### config.mk
export PLATFORM = sky130hd
export DESIGN_NAME = refcounted_inode_table
export DESIGN_NICKNAME = d
export VERILOG_FILES = /design/src/hw/rtl/ritab_pkg.sv /design/src/hw/rtl/ritab_mem.sv /design/src/hw/rtl/ritab_div.sv /design/src/hw/rtl/refcounted_inode_table.sv
export SDC_FILE = /design/constraint.sdc
export NUM_CORES = 2
export LEC_CHECK = 0
export BUFFER_PORTS_ARGS = -buffer_cell sky130_fd_sc_hd__buf_4
export CORE_ASPECT_RATIO = 1.75
export CORE_MARGIN = 5
export CORE_UTILIZATION = 50
export CTS_BUF_LIST = sky130_fd_sc_hd__clkbuf_8 sky130_fd_sc_hd__clkbuf_16
export DETAILED_ROUTE_END_ITERATION = 10
export PLACE_DENSITY = 0.69
export SYNTH_ARGS = -nofsm -noshare
export SYNTH_HDL_FRONTEND = slang
export SYNTH_SLANG_ARGS = --single-unit
export TNS_END_PERCENT = 1
### constraint.sdc
create_clock -name clk -period 7.7 [get_ports clk]
set_input_delay 0.385 -clock clk [delete_from_list [all_inputs] [get_ports clk]]
set_output_delay 0.385 -clock clk [all_outputs]
set_load 0.01 [all_outputs]
### src/hw/rtl/ritab_pkg.sv
// Package for the reference-counted inode table: sizes, codes and shared types.
// No dependencies; imported by every module of the block.
package ritab_pkg;

  localparam int SLOTS        = 64;
  localparam int BLOCK_INODES = 8;

  localparam int SLOT_IW  = $clog2(SLOTS);
  localparam int SCAN_W   = SLOT_IW + 1;
  localparam int INODE_W  = 16;
  localparam int COUNT_W  = 8;
  localparam int BASE_W   = 24;
  localparam int BLOCK_W  = 25;
  localparam int OFF_W    = 6;
  localparam int SLOT_W   = 6;
  localparam int STATUS_W = 4;
  localparam int KIND_W   = 2;

  localparam logic [COUNT_W-1:0] COUNT_MAX = '1;

  localparam logic [KIND_W-1:0] KIND_ACQUIRE = 2'd0;
  localparam logic [KIND_W-1:0] KIND_RELEASE = 2'd1;
  localparam logic [KIND_W-1:0] KIND_DIRTY   = 2'd2;
  localparam logic [KIND_W-1:0] KIND_NONE    = 2'd3;

  localparam logic [STATUS_W-1:0] RS_HIT       = 4'd0;
  localparam logic [STATUS_W-1:0] RS_LOADED    = 4'd1;
  localparam logic [STATUS_W-1:0] RS_FULL      = 4'd2;
  localparam logic [STATUS_W-1:0] RS_STILL     = 4'd3;
  localparam logic [STATUS_W-1:0] RS_FREED     = 4'd4;
  localparam logic [STATUS_W-1:0] RS_WRITEBACK = 4'd5;
  localparam logic [STATUS_W-1:0] RS_MARKED    = 4'd6;
  localparam logic [STATUS_W-1:0] RS_IDLE_SLOT = 4'd7;
  localparam logic [STATUS_W-1:0] RS_SAT       = 4'd8;

  typedef struct packed {
    logic [INODE_W-1:0] inode;
    logic [COUNT_W-1:0] count;
    logic               dirty;
  } entry_t;

  typedef struct packed {
    logic               we;
    logic [SLOT_IW-1:0] waddr;
    entry_t             wdata;
    logic [SLOT_IW-1:0] raddr;
  } mem_req_t;

  typedef struct packed {
    logic               start;
    logic [INODE_W-1:0] dividend;
  } div_req_t;

  typedef struct packed {
    logic               done;
    logic [INODE_W-1:0] quo;
    logic [OFF_W-1:0]   rem;
  } div_rsp_t;

endpackage

### src/hw/rtl/ritab_mem.sv
// Slot memory: one entry per slot, one write and one registered read per cycle.
// Per-slot valid flops make unwritten slots read as zero after reset. Uses ritab_pkg.
module ritab_mem import ritab_pkg::*; (
  input  logic     clk,
  input  logic     rst_n,
  input  mem_req_t req,
  output entry_t   rd_data
);

  entry_t           mem [SLOTS];
  logic [SLOTS-1:0] vld_r;
  entry_t           rdata_r;
  logic             rvld_r;

  always_ff @(posedge clk) begin
    if (req.we) begin
      mem[req.waddr] <= req.wdata;
    end
    rdata_r <= mem[req.raddr];
  end

  always_ff @(posedge clk) begin
    if (!rst_n) begin
      vld_r  <= '0;
      rvld_r <= 1'b0;
    end else begin
      rvld_r <= vld_r[req.raddr];
      if (req.we) begin
        vld_r[req.waddr] <= 1'b1;
      end
    end
  end

  assign rd_data = rvld_r ? rdata_r : '0;

endmodule

### src/hw/rtl/ritab_div.sv
// Block/offset split of an inode index by the constant inodes-per-disk-block.
// The divisor is a power of two, so this is a shift and a mask; the result is
// registered and valid in the cycle after start. Uses ritab_pkg.
module ritab_div import ritab_pkg::*; (
  input  logic     clk,
  input  logic     rst_n,
  input  div_req_t req,
  output div_rsp_t rsp
);

  localparam logic [INODE_W-1:0] DIVISOR = INODE_W'(BLOCK_INODES);

  logic               done_r;
  logic [INODE_W-1:0] quo_r;
  logic [OFF_W-1:0]   rem_r;

  always_ff @(posedge clk) begin
    if (!rst_n) begin
      done_r <= 1'b0;
    end else begin
      done_r <= req.start;
    end
  end

  always_ff @(posedge clk) begin
    if (req.start) begin
      quo_r <= req.dividend / DIVISOR;
      rem_r <= OFF_W'(req.dividend % DIVISOR);
    end
  end

  assign rsp.done = done_r;
  assign rsp.quo  = quo_r;
  assign rsp.rem  = rem_r;

endmodule

### src/hw/rtl/refcounted_inode_table.sv
// Top level of the reference-counted inode table: sequencer, result register.
// Instantiates ritab_mem and ritab_div; uses ritab_pkg.
//
// Input words (in_valid/in_ready) carry kind, inode number and slot. Acquire
// searches the slot table for a live slot with that inode number, else takes
// the lowest free slot; release and mark-dirty act on the named slot. Each
// word of kind 0..2 gives one result word on out_valid/out_ready; kind 3 is
// dropped. cfg_we/cfg_wdata set the on-disk inode table base block; the user must
// see that it is written only while the block is idle: the block does not enforce it.
// One word is in work at a time; in_ready is high only while idle. The slot
// memory is read once a cycle, so an acquire reads the slots in order from
// slot 0 and stops at the first hit or after the last slot. A load also
// goes through the block/offset split before its result. Release and
// mark-dirty read the named slot and then update it; a write-back release
// also goes through the split. The next word can be taken in the cycle after
// the result is loaded.
// The result register frees the sequencer, so the next word is taken while a
// result waits; a held result stalls only the following completion.
// Synchronous reset empties all slots at once (valid flops), clears the base
// register and drops any result; no clearing pass is needed.
module refcounted_inode_table import ritab_pkg::*; (
  input  logic                 clk,
  input  logic                 rst_n,
  input  logic                 cfg_we,
  input  logic [BASE_W-1:0]    cfg_wdata,
  input  logic                 in_valid,
  output logic                 in_ready,
  input  logic [KIND_W-1:0]    in_kind,
  input  logic [INODE_W-1:0]   in_inode_number,
  input  logic [SLOT_W-1:0]    in_slot,
  output logic                 out_valid,
  input  logic                 out_ready,
  output logic [STATUS_W-1:0]  out_status,
  output logic [SLOT_W-1:0]    out_result_slot,
  output logic [BLOCK_W-1:0]   out_disk_block,
  output logic [OFF_W-1:0]     out_block_offset,
  output logic [COUNT_W-1:0]   out_count_after
);

  localparam logic [2:0] ST_IDLE = 3'd0;
  localparam logic [2:0] ST_SCAN = 3'd1;
  localparam logic [2:0] ST_ACT  = 3'd2;
  localparam logic [2:0] ST_DIV  = 3'd3;
  localparam logic [2:0] ST_FIN  = 3'd4;

  localparam logic [SCAN_W-1:0] SCAN_END = SCAN_W'(SLOTS);
  localparam logic [SLOT_IW-1:0] LAST_SLOT = SLOT_IW'(SLOTS - 1);

  logic [2:0]          state_r, state_nxt;
  logic [BASE_W-1:0]   base_r;

  // word in work
  logic [KIND_W-1:0]   kind_r;
  logic [INODE_W-1:0]  inode_r;
  logic [SLOT_IW-1:0]  slot_r;

  // scan pointers
  logic [SCAN_W-1:0]   iss_r, iss_nxt;
  logic [SLOT_IW-1:0]  chk_r, chk_nxt;
  logic                pend_r, pend_nxt;
  logic                free_found_r, free_found_nxt;
  logic [SLOT_IW-1:0]  free_idx_r, free_idx_nxt;

  // result being built
  logic [STATUS_W-1:0] res_status_r, res_status_nxt;
  logic [SLOT_W-1:0]   res_slot_r, res_slot_nxt;
  logic [BLOCK_W-1:0]  res_block_r, res_block_nxt;
  logic [OFF_W-1:0]    res_off_r, res_off_nxt;
  logic [COUNT_W-1:0]  res_count_r, res_count_nxt;

  logic                out_valid_r;
  logic                out_load;

  mem_req_t            mreq;
  entry_t              rd_data;
  div_req_t            dreq;
  div_rsp_t            drsp;

  logic                in_acc;
  logic                slot_oob;
  logic                hit;
  logic                last_chk;
  logic [COUNT_W-1:0]  cnt_dec;

  ritab_mem u_mem (
    .clk     (clk),
    .rst_n   (rst_n),
    .req     (mreq),
    .rd_data (rd_data)
  );

  ritab_div u_div (
    .clk   (clk),
    .rst_n (rst_n),
    .req   (dreq),
    .rsp   (drsp)
  );

  assign in_ready = (state_r == ST_IDLE);
  assign in_acc   = in_valid && in_ready;
  assign slot_oob = ({3'b000, in_slot} >= 9'(SLOTS));
  assign out_load = (state_r == ST_FIN) && (!out_valid_r || out_ready);
  assign hit      = pend_r && (rd_data.count != '0) && (rd_data.inode == inode_r);
  assign last_chk = pend_r && (chk_r == LAST_SLOT);
  assign cnt_dec  = rd_data.count - 1'b1;

  always_comb begin
    state_nxt      = state_r;
    iss_nxt        = iss_r;
    chk_nxt        = chk_r;
    pend_nxt       = 1'b0;
    free_found_nxt = free_found_r;
    free_idx_nxt   = free_idx_r;
    res_status_nxt = res_status_r;
    res_slot_nxt   = res_slot_r;
    res_block_nxt  = res_block_r;
    res_off_nxt    = res_off_r;
    res_count_nxt  = res_count_r;
    mreq.we        = 1'b0;
    mreq.waddr     = slot_r;
    mreq.wdata     = rd_data;
    mreq.raddr     = SLOT_IW'(in_slot);
    dreq.start     = 1'b0;
    dreq.dividend  = inode_r - 1'b1;

    unique case (state_r)
      ST_IDLE: begin
        res_block_nxt = '0;
        res_off_nxt   = '0;
        res_slot_nxt  = in_slot;
        res_count_nxt = '0;
        if (in_acc) begin
          case (in_kind)
            KIND_ACQUIRE: begin
              state_nxt      = ST_SCAN;
              iss_nxt        = '0;
              free_found_nxt = 1'b0;
            end
            KIND_RELEASE, KIND_DIRTY: begin
              if (slot_oob) begin
                res_status_nxt = (in_kind == KIND_RELEASE) ? RS_IDLE_SLOT : RS_MARKED;
                state_nxt      = ST_FIN;
              end else begin
                state_nxt = ST_ACT;
              end
            end
            default: state_nxt = ST_IDLE;
          endcase
        end
      end

      ST_SCAN: begin
        // read slot iss_r; the data for chk_r arrives in the next cycle
        mreq.raddr = iss_r[SLOT_IW-1:0];
        if (iss_r < SCAN_END) begin
          pend_nxt = 1'b1;
          chk_nxt  = iss_r[SLOT_IW-1:0];
          iss_nxt  = iss_r + 1'b1;
        end
        if (pend_r && rd_data.count == '0 && !free_found_r) begin
          free_found_nxt = 1'b1;
          free_idx_nxt   = chk_r;
        end
        if (hit) begin
          pend_nxt     = 1'b0;
          res_slot_nxt = SLOT_W'(chk_r);
          state_nxt    = ST_FIN;
          if (rd_data.count == COUNT_MAX) begin
            res_status_nxt = RS_SAT;
            res_count_nxt  = COUNT_MAX;
          end else begin
            res_status_nxt    = RS_HIT;
            res_count_nxt     = rd_data.count + 1'b1;
            mreq.we           = 1'b1;
            mreq.waddr        = chk_r;
            mreq.wdata.count  = rd_data.count + 1'b1;
          end
        end else if (last_chk) begin
          pend_nxt = 1'b0;
          if (free_found_r || rd_data.count == '0) begin
            mreq.we          = 1'b1;
            mreq.waddr       = free_found_r ? free_idx_r : chk_r;
            mreq.wdata.inode = inode_r;
            mreq.wdata.count = COUNT_W'(1);
            mreq.wdata.dirty = 1'b0;
            res_status_nxt   = RS_LOADED;
            res_slot_nxt     = SLOT_W'(free_found_r ? free_idx_r : chk_r);
            res_count_nxt    = COUNT_W'(1);
            dreq.start       = 1'b1;
            state_nxt        = ST_DIV;
          end else begin
            res_status_nxt = RS_FULL;
            res_slot_nxt   = '0;
            state_nxt      = ST_FIN;
          end
        end
      end

      ST_ACT: begin
        state_nxt  = ST_FIN;
        mreq.waddr = slot_r;
        if (kind_r == KIND_RELEASE) begin
          if (rd_data.count == '0) begin
            res_status_nxt = RS_IDLE_SLOT;
          end else begin
            mreq.we          = 1'b1;
            mreq.wdata.count = cnt_dec;
            res_count_nxt    = cnt_dec;
            if (cnt_dec != '0) begin
              res_status_nxt = RS_STILL;
            end else if (rd_data.dirty) begin
              res_status_nxt = RS_WRITEBACK;
              dreq.start     = 1'b1;
              dreq.dividend  = rd_data.inode - 1'b1;
              state_nxt      = ST_DIV;
            end else begin
              res_status_nxt = RS_FREED;
            end
          end
        end else begin
          mreq.we          = 1'b1;
          mreq.wdata.dirty = 1'b1;
          res_status_nxt   = RS_MARKED;
          res_count_nxt    = rd_data.count;
        end
      end

      ST_DIV: begin
        if (drsp.done) begin
          res_block_nxt = {1'b0, base_r} + BLOCK_W'(drsp.quo);
          res_off_nxt   = drsp.rem;
          state_nxt     = ST_FIN;
        end
      end

      ST_FIN: begin
        if (out_load) begin
          state_nxt = ST_IDLE;
        end
      end

      default: state_nxt = ST_IDLE;
    endcase
  end

  always_ff @(posedge clk) begin
    if (!rst_n) begin
      state_r     <= ST_IDLE;
      base_r      <= '0;
      pend_r      <= 1'b0;
      out_valid_r <= 1'b0;
    end else begin
      state_r <= state_nxt;
      pend_r  <= pend_nxt;
      if (cfg_we) begin
        base_r <= cfg_wdata;
      end
      if (out_load) begin
        out_valid_r <= 1'b1;
      end else if (out_ready) begin
        out_valid_r <= 1'b0;
      end
    end
  end

  always_ff @(posedge clk) begin
    if (in_acc) begin
      kind_r  <= in_kind;
      inode_r <= in_inode_number;
      slot_r  <= SLOT_IW'(in_slot);
    end
    iss_r        <= iss_nxt;
    chk_r        <= chk_nxt;
    free_found_r <= free_found_nxt;
    free_idx_r   <= free_idx_nxt;
    res_status_r <= res_status_nxt;
    res_slot_r   <= res_slot_nxt;
    res_block_r  <= res_block_nxt;
    res_off_r    <= res_off_nxt;
    res_count_r  <= res_count_nxt;
    if (out_load) begin
      out_status       <= res_status_r;
      out_result_slot  <= res_slot_r;
      out_disk_block   <= res_block_r;
      out_block_offset <= res_off_r;
      out_count_after  <= res_count_r;
    end
  end

  assign out_valid = out_valid_r;

  a_div_done_in_div: assert property (@(posedge clk) disable iff (!rst_n)
    drsp.done |-> state_r == ST_DIV)
    else $error("divider finished outside its wait state");

  a_scan_bound: assert property (@(posedge clk) disable iff (!rst_n)
    state_r == ST_SCAN |-> iss_r <= SCAN_END)
    else $error("scan pointer ran past the table");

  a_status_legal: assert property (@(posedge clk) disable iff (!rst_n)
    out_valid |-> out_status <= RS_SAT)
    else $error("result status out of range");

  a_load_count: assert property (@(posedge clk) disable iff (!rst_n)
    (out_valid && out_status == RS_LOADED) |-> out_count_after == COUNT_W'(1))
    else $error("loaded slot without a count of one");

endmodule
==> metrics.txt <==
outcome complete, no violations; final wirelength 193,000 um; Placed Instances 6,083; maximum vdd drop 0.242 mV; top-area cell type share of the netlist area 70.5%; initial antenna violation count 2; clk_lat worst skew 0.78 ns; synth-to-layout area growth 12.9%; Slew headroom 7.22%; Num CTS Buffers 156; DR pass1 iterations 6; worst slew pin tran 1.39 ns; post-synth top area cell edfxtp_1; die span in x 302 um; CTS clk-pin slew, worst paths 0.07 ns; CTS tree built; Root Buffer clkbuf_16; Clock Power Share 28.6%; fin nets 4,383; Syn Inst Count 4,105; clk_skew 0.0265 ns; number of flops mapped to enable cells by yosys 1,752; FF/Latch Area 0.0550 sq mm; Rows 187; clk sinks 1,872; Pint 0.0190 W; pwr dens 331 mW/mm^2; Reg2Reg Depth 9; RSZ-0062 raised after global routing false; #FFs+latches synth 1,872; post-cts resize count 0; # Post-CTS Setup Buffers 0; Starting Density 50.3%; Vias 40,315; I/O Pins 104; CTS HTree Levels 4; drc violations 0; Worst EP required 8.10 ns; die height 521 um; CP Class reg -> reg; WP data arrival 6.21 ns; Worst setup EP type flop; CTS Hold Bufs 49; Post-synth ARST share 0%; RePlAce Congestion 0.935; initial DRC count 4,463; Logic pwr share 25.9%; Switch Pwr 0.00886 W; synthesized area per cell 18.2 sq um; HP Class in -> reg; multi-input combinational cell area 0.0189 sq mm; Non-Filler Instances 6,413; layout cells sized above 1 23.3%; core area 0.148 sq mm; setup violators final 0; CTS max path bufs 3; Final Hold Vio Count 0; sw frac 31.8%; setup TNS 0 ns; fin crit share 75.4%; Avg WL per Cell 30.1 um; Synth cell types 84; largest net degree at the start of global routing 123; Fillers 11,076; Die Area 0.157 sq mm; Critical Path Fanout Max 60; pins over their slew limit 0; drt via density 6.29; global-route wire length before repair 278,000 um; Pleak 27.2 nW; register share of total power 45.4%; Syn Std Cell Area 0.0746 sq mm; hold depth 3; Post-DRT Antenna Nets 0; vias in the first global route 40,416; max_cap viols 0; sequential area share after synthesis 73.7%; highest clock rate 172 MHz; Worst Setup Start Kind flop; synth warn 0; gr usage total 24.4%; crit path time final 5.81 ns; gr ovfl total 0; Synth area leaders edfxtp_1 70%, mux4_2 13%, dfxtp_1 3.2%, nand2_1 1.9%, a211oi_1 1.3%; Post-synth top flop edfxtp_1; input/output buffers 100; Post-DP HPWL 119,000 um
-- flip-flops by register name, indices dropped and copies added, names as in the netlist, 6 cells and up --
register,count
u_mem.mem,1600
u_mem.vld_r,64
out_disk_block,25
res_block_r,25
u_mem.rdata_r,25
base_r,24
inode_r,16
u_div.quo_r,13
out_count_after,8
res_count_r,8
iss_r,7
chk_r,6
free_idx_r,6
out_result_slot,6
res_slot_r,6
slot_r,6
-- kinds of logic (layout without fill, tap and decap cells) --
family	Yosys count	count (layout)	share of synthesized area (%)
xor gates and xnor gates	45	45	0.528
DFF	1872	1872	73.7
muxes	457	457	13.1
AOI/OAI and AO/OA	561	561	5.11
buffers and inverters	288	609	1.81
other	1	4	0.00502
and+or+nand+nor	857	857	5.31
adders and majority gates	24	24	0.412
-- stage by stage --
stage	utilization [%]	hold WS (ns)	instance area, sq um	worst slack, ns	total power, W
global placement	53.0	0.400	78600	2.09	0.0199
CTS	56.8	0.0877	84200	1.91	0.0279
finish	56.8	0.135	84200	1.89	0.0279
detailed placement	53.0	0.405	78600	1.92	0.0200
floorplan	-	0.400	74600	1.52	0.0170
global route	56.8	0.120	84200	1.72	0.0287
-- cell usage in the layout, fill, tap and decap left out, drive strengths merged, types with 9 or more instances in the layout --
| cell type | netlist | routed |
|---|---|---|
| a31oi | 61 | 61 |
| nor2b | 9 | 9 |
| clkinv | 1 | 63 |
| bufinv | 0 | 18 |
| dlygate4sd3 | 0 | 49 |
| mux2i | 37 | 37 |
| edfxtp | 1752 | 1752 |
| nand2b | 17 | 17 |
| inv | 24 | 55 |
| nor4 | 15 | 15 |
| a21oi | 102 | 102 |
| and2 | 113 | 113 |
| o21ai | 104 | 104 |
| buf | 116 | 255 |
| xor2 | 23 | 23 |
| nand4 | 13 | 13 |
| ha | 23 | 23 |
| nand2 | 384 | 384 |
| nand3 | 44 | 44 |
| o31ai | 39 | 39 |
| and3 | 16 | 16 |
| a311oi | 54 | 54 |
| clkbuf | 147 | 162 |
| nor2 | 141 | 141 |
| mux4 | 416 | 416 |
| or4 | 10 | 10 |
| dfxtp | 120 | 120 |
| a211oi | 129 | 129 |
| nor3 | 64 | 64 |
| xnor2 | 22 | 22 |
-- critical path, cell delays in order, from the launching register on --
cell and delay, ns:
dfxtp_2 0.41, buf_4 0.48, nand4b_1 0.16, o22a_1 0.25, a222oi_1 0.63, and4_1 0.76, mux2i_1 0.33, a22o_1 0.25
nand3_1 1.01, nor2_4 1.07
-- layer usage --
layer,wire length [um],GRT usage (%),vias up
met3,13100,3.38,478
li1,-,-,16937
met2,96300,40.5,1966
met5,0,0,-
met4,16900,17.1,0
met1,66900,29.6,20934
-- power by group through the flow --
| stage | Clock, W | Sequential (W) | Combinational, W |
|---|---|---|---|
| final | 0.00798 | 0.0127 | 0.00722 |
| after global placement | 0 | 0.0128 | 0.00705 |
| after detailed placement | 0 | 0.0129 | 0.00714 |
| after global routing | 0.00853 | 0.0127 | 0.00753 |
| after CTS | 0.00811 | 0.0126 | 0.00718 |
| after floorplan | 0 | 0.0128 | 0.00417 |
-- worst paths after layout --
kind / slack (ns) / start / endpoint
max: 1.89 / u_mem.rvld_r / u_mem.mem[7][4]
min: 0.14 / cfg_we / base_r[17]
max reg2reg: 1.89 / u_mem.rvld_r / u_mem.mem[7][4]
min reg2reg: 0.42 / res_block_r[19] / out_disk_block[19]
-- synthesized netlist by cell type (48+ instances only) --
cell type / number
nor2_1: 141
dfxtp_1: 120
nor3_1: 64
a311oi_1: 54
clkbuf_1: 146
buf_4: 48
a21oi_1: 102
mux4_2: 416
nand2_1: 384
a31oi_1: 61
and2_1: 111
a211oi_1: 129
o21ai_0: 98
buf_2: 50
edfxtp_1: 1752
-- cell type report --
cell class                 count  share of cell area, %
antenna                        1                0.00297
clock buffer                 162                   4.80
clock inverter               118                   1.27
inverter                      25                  0.111
multi-input combinational   1947                   22.4
sequential                  1872                   65.3
tap                         1984                   2.95
timing repair buffer         304                   3.12
Note: power is estimated with default switching activity, not from simulation.
